## src/erle_pkg.sv

```systemverilog
package erle_pkg;

    localparam logic [7:0]  ESCAPE_CODE      = 8'hC0;
    localparam logic [15:0] LENGTH_RESET     = 16'd32058;
    localparam int          BYTES_PER_RESULT = 4;
    localparam int          BYTE_FIELDS      = 4;
    localparam int          CHUNK            = (BYTES_PER_RESULT > BYTE_FIELDS) ? BYTE_FIELDS
                                                                               : BYTES_PER_RESULT;
    localparam int          COUNT_W          = 3;
    localparam int          TDATA_W          = 40;

    typedef enum logic [1:0] {
        PH_LEAD  = 2'd0,
        PH_VALUE = 2'd1,
        PH_COUNT = 2'd2
    } phase_t;

    typedef enum logic [1:0] {
        TOK_NONE = 2'd0,
        TOK_LIT  = 2'd1,
        TOK_RUN  = 2'd2
    } tok_kind_t;

    typedef enum logic {
        ST_IDLE = 1'b0,
        ST_RUN  = 1'b1
    } emit_state_t;

    typedef struct packed {
        tok_kind_t  kind;
        logic [7:0] value;
        logic [7:0] count;
        logic       fin;
    } token_t;

endpackage

```

## src/erle_parse.sv

```systemverilog
module erle_parse
    import erle_pkg::*;
(
    input  logic        clk,
    input  logic        rst_n,
    input  logic        stream_length_we,
    input  logic [15:0] stream_length_wdata,
    input  logic        take,
    input  logic [7:0]  data_byte,
    output token_t      tok
);

    phase_t      phase_reg, phase_next;
    logic [7:0]  value_reg, value_next;
    logic [15:0] consumed_reg, consumed_next;
    logic [15:0] length_reg;
    logic [15:0] consumed_inc;
    logic        token_done;
    logic        completes;

    assign consumed_inc = (consumed_reg == 16'hFFFF) ? consumed_reg : consumed_reg + 16'd1;

    always_comb
    begin
        phase_next = phase_reg;
        value_next = value_reg;
        token_done = 1'b0;
        tok.kind   = TOK_NONE;
        tok.value  = data_byte;
        tok.count  = data_byte;
        case (phase_reg)
            PH_VALUE:
            begin
                value_next = data_byte;
                phase_next = PH_COUNT;
            end
            PH_COUNT:
            begin
                phase_next = PH_LEAD;
                token_done = 1'b1;
                tok.kind   = TOK_RUN;
                tok.value  = value_reg;
            end
            default:
            begin
                if (data_byte == ESCAPE_CODE)
                begin
                    phase_next = PH_VALUE;
                end
                else
                begin
                    phase_next = PH_LEAD;
                    token_done = 1'b1;
                    tok.kind   = TOK_LIT;
                end
            end
        endcase
        completes     = token_done && (consumed_inc >= length_reg);
        tok.fin       = completes;
        consumed_next = completes ? 16'd0 : consumed_inc;
    end

    always_ff @(posedge clk or negedge rst_n)
    begin
        if (!rst_n)
        begin
            phase_reg    <= PH_LEAD;
            value_reg    <= 8'd0;
            consumed_reg <= 16'd0;
            length_reg   <= LENGTH_RESET;
        end
        else
        begin
            if (take)
            begin
                phase_reg    <= phase_next;
                value_reg    <= value_next;
                consumed_reg <= consumed_next;
            end
            if (stream_length_we)
            begin
                length_reg <= stream_length_wdata;
            end
        end
    end

endmodule

```

## src/erle_emit.sv

```systemverilog
module erle_emit
    import erle_pkg::*;
(
    input  logic                         clk,
    input  logic                         rst_n,
    input  logic                         take,
    input  token_t                       tok,
    output logic                         idle,
    output logic                         out_valid,
    input  logic                         out_ready,
    output logic [BYTE_FIELDS-1:0][7:0]  out_bytes,
    output logic [COUNT_W-1:0]           out_count,
    output logic                         out_last,
    output logic                         out_fin
);

    emit_state_t                  state_reg, state_next;
    logic [7:0]                   left_reg, left_next;
    logic [7:0]                   value_reg, value_next;
    logic                         fin_reg, fin_next;
    logic                         valid_reg, valid_next;
    logic [BYTE_FIELDS-1:0][7:0]  bytes_reg, bytes_next;
    logic [COUNT_W-1:0]           count_reg, count_next;
    logic                         last_reg, last_next;
    logic                         ofin_reg, ofin_next;
    logic                         slot_free;
    logic [7:0]                   step;
    logic [7:0]                   rem;

    assign slot_free = !valid_reg || out_ready;
    assign idle      = (state_reg == ST_IDLE) && slot_free;

    assign step = (left_reg > 8'(CHUNK)) ? 8'(CHUNK) : left_reg;
    assign rem  = left_reg - step;

    always_comb
    begin
        state_next = state_reg;
        case (state_reg)
            ST_IDLE:
            begin
                if (take && tok.kind == TOK_RUN && tok.count != 8'd0)
                begin
                    state_next = ST_RUN;
                end
            end
            ST_RUN:
            begin
                if (slot_free && rem == 8'd0)
                begin
                    state_next = ST_IDLE;
                end
            end
            default: state_next = ST_IDLE;
        endcase
    end

    always_comb
    begin
        left_next  = left_reg;
        value_next = value_reg;
        fin_next   = fin_reg;
        valid_next = valid_reg && !out_ready;
        bytes_next = bytes_reg;
        count_next = count_reg;
        last_next  = last_reg;
        ofin_next  = ofin_reg;
        case (state_reg)
            ST_IDLE:
            begin
                if (take)
                begin
                    case (tok.kind)
                        TOK_LIT:
                        begin
                            valid_next = 1'b1;
                            bytes_next = '0;
                            bytes_next[0] = tok.value;
                            count_next = COUNT_W'(1);
                            last_next  = 1'b1;
                            ofin_next  = tok.fin;
                        end
                        TOK_RUN:
                        begin
                            left_next  = tok.count;
                            value_next = tok.value;
                            fin_next   = tok.fin;
                            if (tok.count == 8'd0 && tok.fin)
                            begin
                                valid_next = 1'b1;
                                bytes_next = '0;
                                count_next = '0;
                                last_next  = 1'b1;
                                ofin_next  = 1'b1;
                            end
                        end
                        default: ;
                    endcase
                end
            end
            ST_RUN:
            begin
                if (slot_free)
                begin
                    valid_next = 1'b1;
                    for (int j = 0; j < BYTE_FIELDS; j++)
                    begin
                        bytes_next[j] = (8'(j) < step) ? value_reg : 8'd0;
                    end
                    count_next = step[COUNT_W-1:0];
                    last_next  = (rem == 8'd0);
                    ofin_next  = (rem == 8'd0) && fin_reg;
                    left_next  = rem;
                end
            end
            default: ;
        endcase
    end

    always_ff @(posedge clk or negedge rst_n)
    begin
        if (!rst_n)
        begin
            state_reg <= ST_IDLE;
            valid_reg <= 1'b0;
            left_reg  <= 8'd0;
        end
        else
        begin
            state_reg <= state_next;
            valid_reg <= valid_next;
            left_reg  <= left_next;
        end
    end

    always_ff @(posedge clk)
    begin
        value_reg <= value_next;
        fin_reg   <= fin_next;
        bytes_reg <= bytes_next;
        count_reg <= count_next;
        last_reg  <= last_next;
        ofin_reg  <= ofin_next;
    end

    assign out_valid = valid_reg;
    assign out_bytes = bytes_reg;
    assign out_count = count_reg;
    assign out_last  = last_reg;
    assign out_fin   = ofin_reg;

endmodule

```

## src/escape_rle_byte_decoder_core.sv

```systemverilog
// Escape-byte run-length decoder.
// Slave stream: one compressed byte per transfer on s_tdata.
// Master stream: up to four decoded bytes per transfer with a byte count,
// m_tlast on the last transfer caused by one input byte, m_tuser on the
// transfer that completes the configured stream.
// stream_length_we/stream_length_wdata write the stream length in bytes;
// write it only while the block is idle.
// A literal appears on the master side in the cycle after its transfer.
// On its count byte a run of N bytes loads the remaining count and enters
// the run state, which gives ceil(N/4) transfers, one per cycle while the
// master side is ready, from a shared 8-bit compare/subtract step on the
// remaining count; s_tready stays low meanwhile. Escape and value bytes
// give no output. Literals go one byte per cycle unless the master side
// stalls; a stalled master side holds the output register and s_tready.
// Reset clears the decode phase, the byte counter and the output valid,
// and sets the stream length to 32058.
module escape_rle_byte_decoder_core
    import erle_pkg::*;
(
    input  logic               clk,
    input  logic               rst_n,
    input  logic               stream_length_we,
    input  logic [15:0]        stream_length_wdata,
    input  logic               s_tvalid,
    output logic               s_tready,
    input  logic [7:0]         s_tdata,   // data_byte
    output logic               m_tvalid,
    input  logic               m_tready,
    output logic [TDATA_W-1:0] m_tdata,   // out_byte0..3, valid_count, zero pad
    output logic               m_tlast,   // run_last
    output logic               m_tuser    // stream_end
);

    token_t                      tok;
    logic                        take;
    logic                        idle;
    logic [BYTE_FIELDS-1:0][7:0] out_bytes;
    logic [COUNT_W-1:0]          out_count;

    assign s_tready = idle;
    assign take     = s_tvalid && idle;

    erle_parse u_parse (
        .clk                 (clk),
        .rst_n               (rst_n),
        .stream_length_we    (stream_length_we),
        .stream_length_wdata (stream_length_wdata),
        .take                (take),
        .data_byte           (s_tdata),
        .tok                 (tok)
    );

    erle_emit u_emit (
        .clk       (clk),
        .rst_n     (rst_n),
        .take      (take),
        .tok       (tok),
        .idle      (idle),
        .out_valid (m_tvalid),
        .out_ready (m_tready),
        .out_bytes (out_bytes),
        .out_count (out_count),
        .out_last  (m_tlast),
        .out_fin   (m_tuser)
    );

    assign m_tdata = {{(TDATA_W - 8 * BYTE_FIELDS - COUNT_W){1'b0}}, out_count, out_bytes};

    a_count_range: assert property (@(posedge clk) disable iff (!rst_n)
        m_tvalid |-> (m_tdata[34:32] <= 3'd4))
        else $error("byte count above four");

    a_end_is_last: assert property (@(posedge clk) disable iff (!rst_n)
        m_tvalid && m_tuser |-> m_tlast)
        else $error("stream end on a transfer that is not last of its byte");

    a_full_inner: assert property (@(posedge clk) disable iff (!rst_n)
        m_tvalid && !m_tlast |-> (m_tdata[34:32] == 3'd4))
        else $error("partial transfer inside a run");

    a_empty_is_end: assert property (@(posedge clk) disable iff (!rst_n)
        m_tvalid && (m_tdata[34:32] == 3'd0) |-> m_tuser)
        else $error("empty transfer without stream end");

endmodule

```

## config.mk

```make
export PLATFORM = sky130hd
export DESIGN_NAME = escape_rle_byte_decoder_core
export DESIGN_NICKNAME = d
export VERILOG_FILES = /design/src/erle_pkg.sv /design/src/erle_parse.sv /design/src/erle_emit.sv /design/src/escape_rle_byte_decoder_core.sv
export SDC_FILE = /design/constraint.sdc
export NUM_CORES = 1
export LEC_CHECK = 0
export BUFFER_PORTS_ARGS = -buffer_cell sky130_fd_sc_hd__buf_4
export CAP_MARGIN = 20
export CELL_PAD_IN_SITES_DETAIL_PLACEMENT = 1
export CELL_PAD_IN_SITES_GLOBAL_PLACEMENT = 2
export CORE_ASPECT_RATIO = 1.4
export CORE_UTILIZATION = 40
export DETAILED_ROUTE_END_ITERATION = 7
export MAX_ROUTING_LAYER = met4
export PLACE_DENSITY = 0.83
export SYNTH_ARGS = -nofsm -noshare
export SYNTH_HDL_FRONTEND = slang
export SYNTH_SLANG_ARGS = --single-unit
```

## constraint.sdc

```tcl
create_clock -name clk -period 14.4 [get_ports clk]
set_input_delay 3.6 -clock clk [delete_from_list [all_inputs] [get_ports clk]]
set_output_delay 3.6 -clock clk [all_outputs]
set_load 0.02 [all_outputs]
```

# Word level (Yosys, flattened, before mapping)
# Index checks and enable logic that the tools add are counted.
dict set report op_classes {
  eq_ne 11
  n_bitwise 1
  n_lt_le_gt_ge 6
  mux 45
  add_sub_neg 2
  reduce_logical 19
}
# op n
set ops {}
lappend ops {{one-hot mux 32 bit (2 select lines)} 2}
lappend ops {{2-to-1 mux 32 bit} 3}
lappend ops {{2-to-1 mux 8 bit} 9}
lappend ops {{2-to-1 mux 16 bit} 2}
lappend ops {{adder 16 x 1 -> 16 bit (second input constant)} 1}
lappend ops {{== test 16 bit (second input constant)} 1}
lappend ops {{greater-or-equal comparator 16 bit} 1}
lappend ops {{logical NOT 8 bit} 2}
lappend ops {{less-than comparator 1 x 8 -> 1 bit (first input constant)} 2}
lappend ops {{less-than comparator 2 x 8 -> 1 bit (first input constant)} 2}
lappend ops {{one-hot mux 1 bit (2 select lines)} 8}
lappend ops {{one-hot mux 8 bit (2 select lines)} 1}
lappend ops {{2-to-1 mux 1 bit} 13}
lappend ops {{one-hot mux 3 bit (2 select lines)} 2}
lappend ops {{logical AND 1 bit} 9}
lappend ops {{2-to-1 mux 3 bit} 3}
lappend ops {{== test 8 bit (second input constant)} 1}
lappend ops {{> comparator 8 x 3 -> 1 bit (second input constant)} 1}
lappend ops {{one-hot mux 2 bit (2 select lines)} 2}
lappend ops {{nonzero test 8 bit} 1}
lappend ops {{subtractor 8 bit} 1}
lappend ops {{!= test 3 bit (second input constant)} 2}
lappend ops {{AND reduction 3 bit} 2}
lappend ops {{== test 2 x 1 -> 1 bit (second input constant)} 2}
lappend ops {{8 further kinds} 11}
dict set report word_totals {
  ff_bits 98
  in_bits 29
}

# Depth between registers and ports, before layout
dict set report logic_depth {
  depth_word 9
  ltp_mapped 15
  depth_no_buf 12
}

# Cells and area by module
# From an unflattened synthesis, not the netlist that was laid out.
dict set report hier_totals {
  hier_cells 498
  area_unflattened_um2 5345.1
}
# module area_each_um2 seq_area_each_um2 cells_each instances
set modules_own_cells {}
lappend modules_own_cells {erle_parse 2807.7 1063.5 296 1}
lappend modules_own_cells {erle_emit 2489.9 1631.6 195 1}
lappend modules_own_cells {escape_rle_byte_decoder_core 47.5 0.0 7 1}

# Worst setup path after synthesis
# Ideal clock, no wire load.
dict set report synth_timing {
  path_kind {input-to-output}
  start {in m_tready}
  end {out s_tready}
  t_arrival_ns 3.970
  t_required_ns 10.800
  cell_stages 2
  path_slack_ns 6.830
  cell_sequence {nor2b_1 nor2_1}
}
dict set report synth_between {
  elab_chain_len 2
}
# element line
set synth_lines {}
lappend synth_lines {{from (decl)} escape_rle_byte_decoder_core.sv:28} ;# input logic m_tready,
lappend synth_lines {{logical OR 1 bit} erle_emit.sv:30} ;# assign slot_free = !valid_reg || out_ready;
lappend synth_lines {{logical AND 1 bit} erle_emit.sv:31} ;# assign idle = (state_reg == ST_IDLE) && slot_free;
lappend synth_lines {{to (decl)} escape_rle_byte_decoder_core.sv:25} ;# output logic s_tready,
# Every way passes these cells.

# Worst setup path in the final report
# Ends and elaborated chain as after synthesis.

==> metrics.md <==
| Metric | Value |
|---|---|
| Run status | `finished, violations left` |
| Violations in the final reports | `design-rule violations` |
| Initial antenna violation count | `0` |
| Worst setup slack after layout | `6.57 ns` |
| Starting DRC count in detailed routing | `149` |
| Clock Tree Root | `clkbuf_16` |
| Number of I/O pins | `73` |
| Worst Setup Path Type | `in -> out` |
| Layout cells sized above 1 | `23.6%` |
| Syn. warnings | `0` |
| Pin count of the biggest net entering global routing | `53` |
| Cell total after placement | `680` |
| Number of register bits inferred by synthesis | `98` |
| Commonest register cell after synthesis | `edfxtp_1` |
| Port Buf Inserts | `67` |
| Number of buffers inserted during clock tree synthesis | `9` |
| Post-CTS setup buffer count | `0` |
| Maximum clock rate | `128 MHz` |
| Placeable core region | `between 10,000 and 15,000 µm²` |
| Number of diodes | `0` |
| Placed wire-length estimate after detailed placement | `9.43 mm` |
| Unique masters post-synth | `62` |
| Via/cell ratio | `around 5.6` |
| Overall die height | `between 100 and 150 µm` |
| Total area of multi-input combinational cells | `2270 µm²` |
| TritonCTS clock tree | `built` |
| Total Die Area | `13,400 µm²` |
| Final setup violation count | `0` |
| Hold Violations, Final | `0` |
| Cell Area, Synth | `5190 µm²` |
| Max VDD drop | `0.0616 mV` |
| Sink Count | `98` |
| Power Density | `~180 nW/µm²` |
| Fin. max-slew vios | `0` |
| H-tree lvl count | `3` |
| Count of maximum capacitance violations | `0` |
| Non-filler instance count after layout | `697` |
| Overall power after layout | `approximately 0.0011 W` |
| Clock period minus final worst setup slack | `between 7 and 8 ns` |
| Number of standard cells after synthesis | `483` |
| Worst-case reg-to-reg path depth | `13` |
| Via count | `about 3,900` |
| Post-synthesis sequential area ratio | `51.9%` |
| Clock transition at the registers of the reported paths | `0.07 ns` |
| Commonest non-fill, non-tap cells in the layout | `buf_4 (68), nand2_1 (47), edfxtp_1 (46), dfrtp_1 (42), nor2_1 (38)` |
| Cts hold-fix bufs | `0` |
| Max FFs per register | `32` |
| Count of flip-flops with a built-in enable after synthesis | `46` |
| Number of gates resized after cts | `0` |
| Global route total overflow | `0` |
| Last weighted congestion value of the routability-driven placer | `a little over 0.8` |
| Capturing element of the worst setup path | `s_tready` |
| Global-route wire length before repair | `21.3 mm` |
| Total number of placement rows | `48` |
| # nets final | `592` |
| Final cycle utilization of the critical path | `54.4%` |
| Vias in the first global route | `around 4,200` |
| Critical Path Start | `m_tready` |
| Syn-to-layout area delta | `17.5%` |
| Fill cell count | `between 1,000 and 1,500` |
| Clock insertion delay at the later pin of the skew report | `0.35 ns` |
| Nature of the critical path startpoint | `primary input` |
| Synth Area per Inst | `10.7 µm²` |
| Routed wire length | `12.9 mm` |
| Biggest fanout along the worst timing path | `5` |
| Worst clock skew | `0.00964 ns` |
| Overall die width | `98.3 µm` |
| Hold/Removal Path Class | `reg -> reg` |
| Relative max-transition margin | `44.9%` |
| Unrepaired setup endpoints after global routing | `false` |
| Global router's overall resource usage | `21.1%` |
| Mean routed wirelength per cell | `18.5 µm` |
| Critical R2R Capture | `u_emit.out_bytes[22]$_SDFFCE_PP0P_` |
| CP Data Arrival Time | `about 4.2 ns` |
| Detailed-route DRC error count | `2` |
| Pre-CTS setup slack | `approximately 6.6 ns` |
| Most common cell after layout, fill and taps aside | `buf_4` |
| Measured slew at the worst slew-check pin | `0.823 ns` |
| Starting density of the core | `about two fifths` |
| Origin of the critical flop-to-flop path | `u_parse.consumed_reg[0]$_DFFE_PN0P_` |
| Static Leakage | `2.66 nW` |
| Critical path required time | `10.80 ns` |
| DR pass1 iterations | `8` |
| Endpoint kind of the worst setup timing path | `output pin` |
| Minimum setup slack among reg-to-reg paths | `between 10 and 15 ns` |
| Setup TNS Final | `0 ns` |
| Number of antenna-violating nets in the routed design | `0` |
| Maximum number of buffers from clock root to sink | `2` |
| Register Area | `2700 µm²` |
| Post-synthesis async set-or-reset flop share | `53.1%` |
[synthesized netlist by cell type, types with 8 or more instances]
library cell  count  area share (%)
nand2_1          47             3.4
clkbuf_1         11            0.80
mux2_2           22             4.8
and2_1           25             3.0
and3_1            8            0.96
inv_1            28             2.0
dfrtp_1          42              20
dfstp_2          10             5.1
a21oi_1          24             2.3
xor2_1            9             1.5
ha_1             21             5.1
o21ai_0          29             2.8
nor3_1            9            0.87
nor2_1           38             2.7
edfxtp_1         46              27
a22o_1           11             1.9
[metal layers]
metal  wire [µm]  track usage [%]  share of wire, %
met4         317             7.96               2.5
met1        5000             22.2                39
met3         391             3.27               3.0
met2        7170             39.7                56
met5           0                -                 0
[through the flow]
step,instance area [µm²],hold WS (ns),util [%]
after floorplan,5200,0.474,-
after global placement,5780,0.481,46.2
after detailed placement,5780,0.492,46.2
after CTS,6080,0.510,48.6
after global routing,6100,0.526,48.8
final,6100,0.507,48.8
[power by group]
part	internal [W]	switching, W	total (W)
registers	0.000381	0.0000556	0.000437
clock network	0.000124	0.000120	0.000243
logic	0.000164	0.000230	0.000395
[worst min path at each step]
stage / startpoint / endpoint / slack (ns) / depth (start not counted)
after floorplan: u_parse.value_reg[0]$_DFFE_PN0P_ / u_parse.value_reg[0]$_DFFE_PN0P_ / 0.47 / 1
after global placement: u_parse.value_reg[7]$_DFFE_PN0P_ / u_parse.value_reg[7]$_DFFE_PN0P_ / 0.48 / 1
after detailed placement: u_parse.value_reg[1]$_DFFE_PN0P_ / u_parse.value_reg[1]$_DFFE_PN0P_ / 0.49 / 1
after CTS: u_parse.value_reg[6]$_DFFE_PN0P_ / u_parse.value_reg[6]$_DFFE_PN0P_ / 0.51 / 1
after global routing: u_parse.value_reg[4]$_DFFE_PN0P_ / u_parse.value_reg[4]$_DFFE_PN0P_ / 0.53 / 1
final: u_parse.value_reg[4]$_DFFE_PN0P_ / u_parse.value_reg[4]$_DFFE_PN0P_ / 0.51 / 1
[cells by family (layout without fill, tap and decap cells)]
kind of cell             after synthesis  in the layout  synth area share (%)
AO/OA/AOI/OAI                        102            102                  13.8
XOR/XNOR                              15             15                  2.53
adder cells (fa/ha/maj)               21             21                  5.06
buffers and inverters                 54            114                  4.75
flip-flops                            98             98                  51.9
multiplexers                          24             24                  5.16
other                                  2              6                 0.145
AND/OR/NAND/NOR                      167            167                  16.6
[worst max-delay path: stages]
cell and delay (ns):
buf_4 0.11, nor2b_1 0.26, nor2_1 0.07, buf_4 0.18
[layout make-up]
class / count / area share (%)
clock inverter: 7 / 1.25
multi-input combinational: 335 / 37.3
inverter: 29 / 1.79
tap: 150 / 3.08
sequential: 98 / 44.2
clock buffer: 9 / 3.69
timing repair buffer: 69 / 8.70
Note: power is estimated with default switching activity, not from simulation.
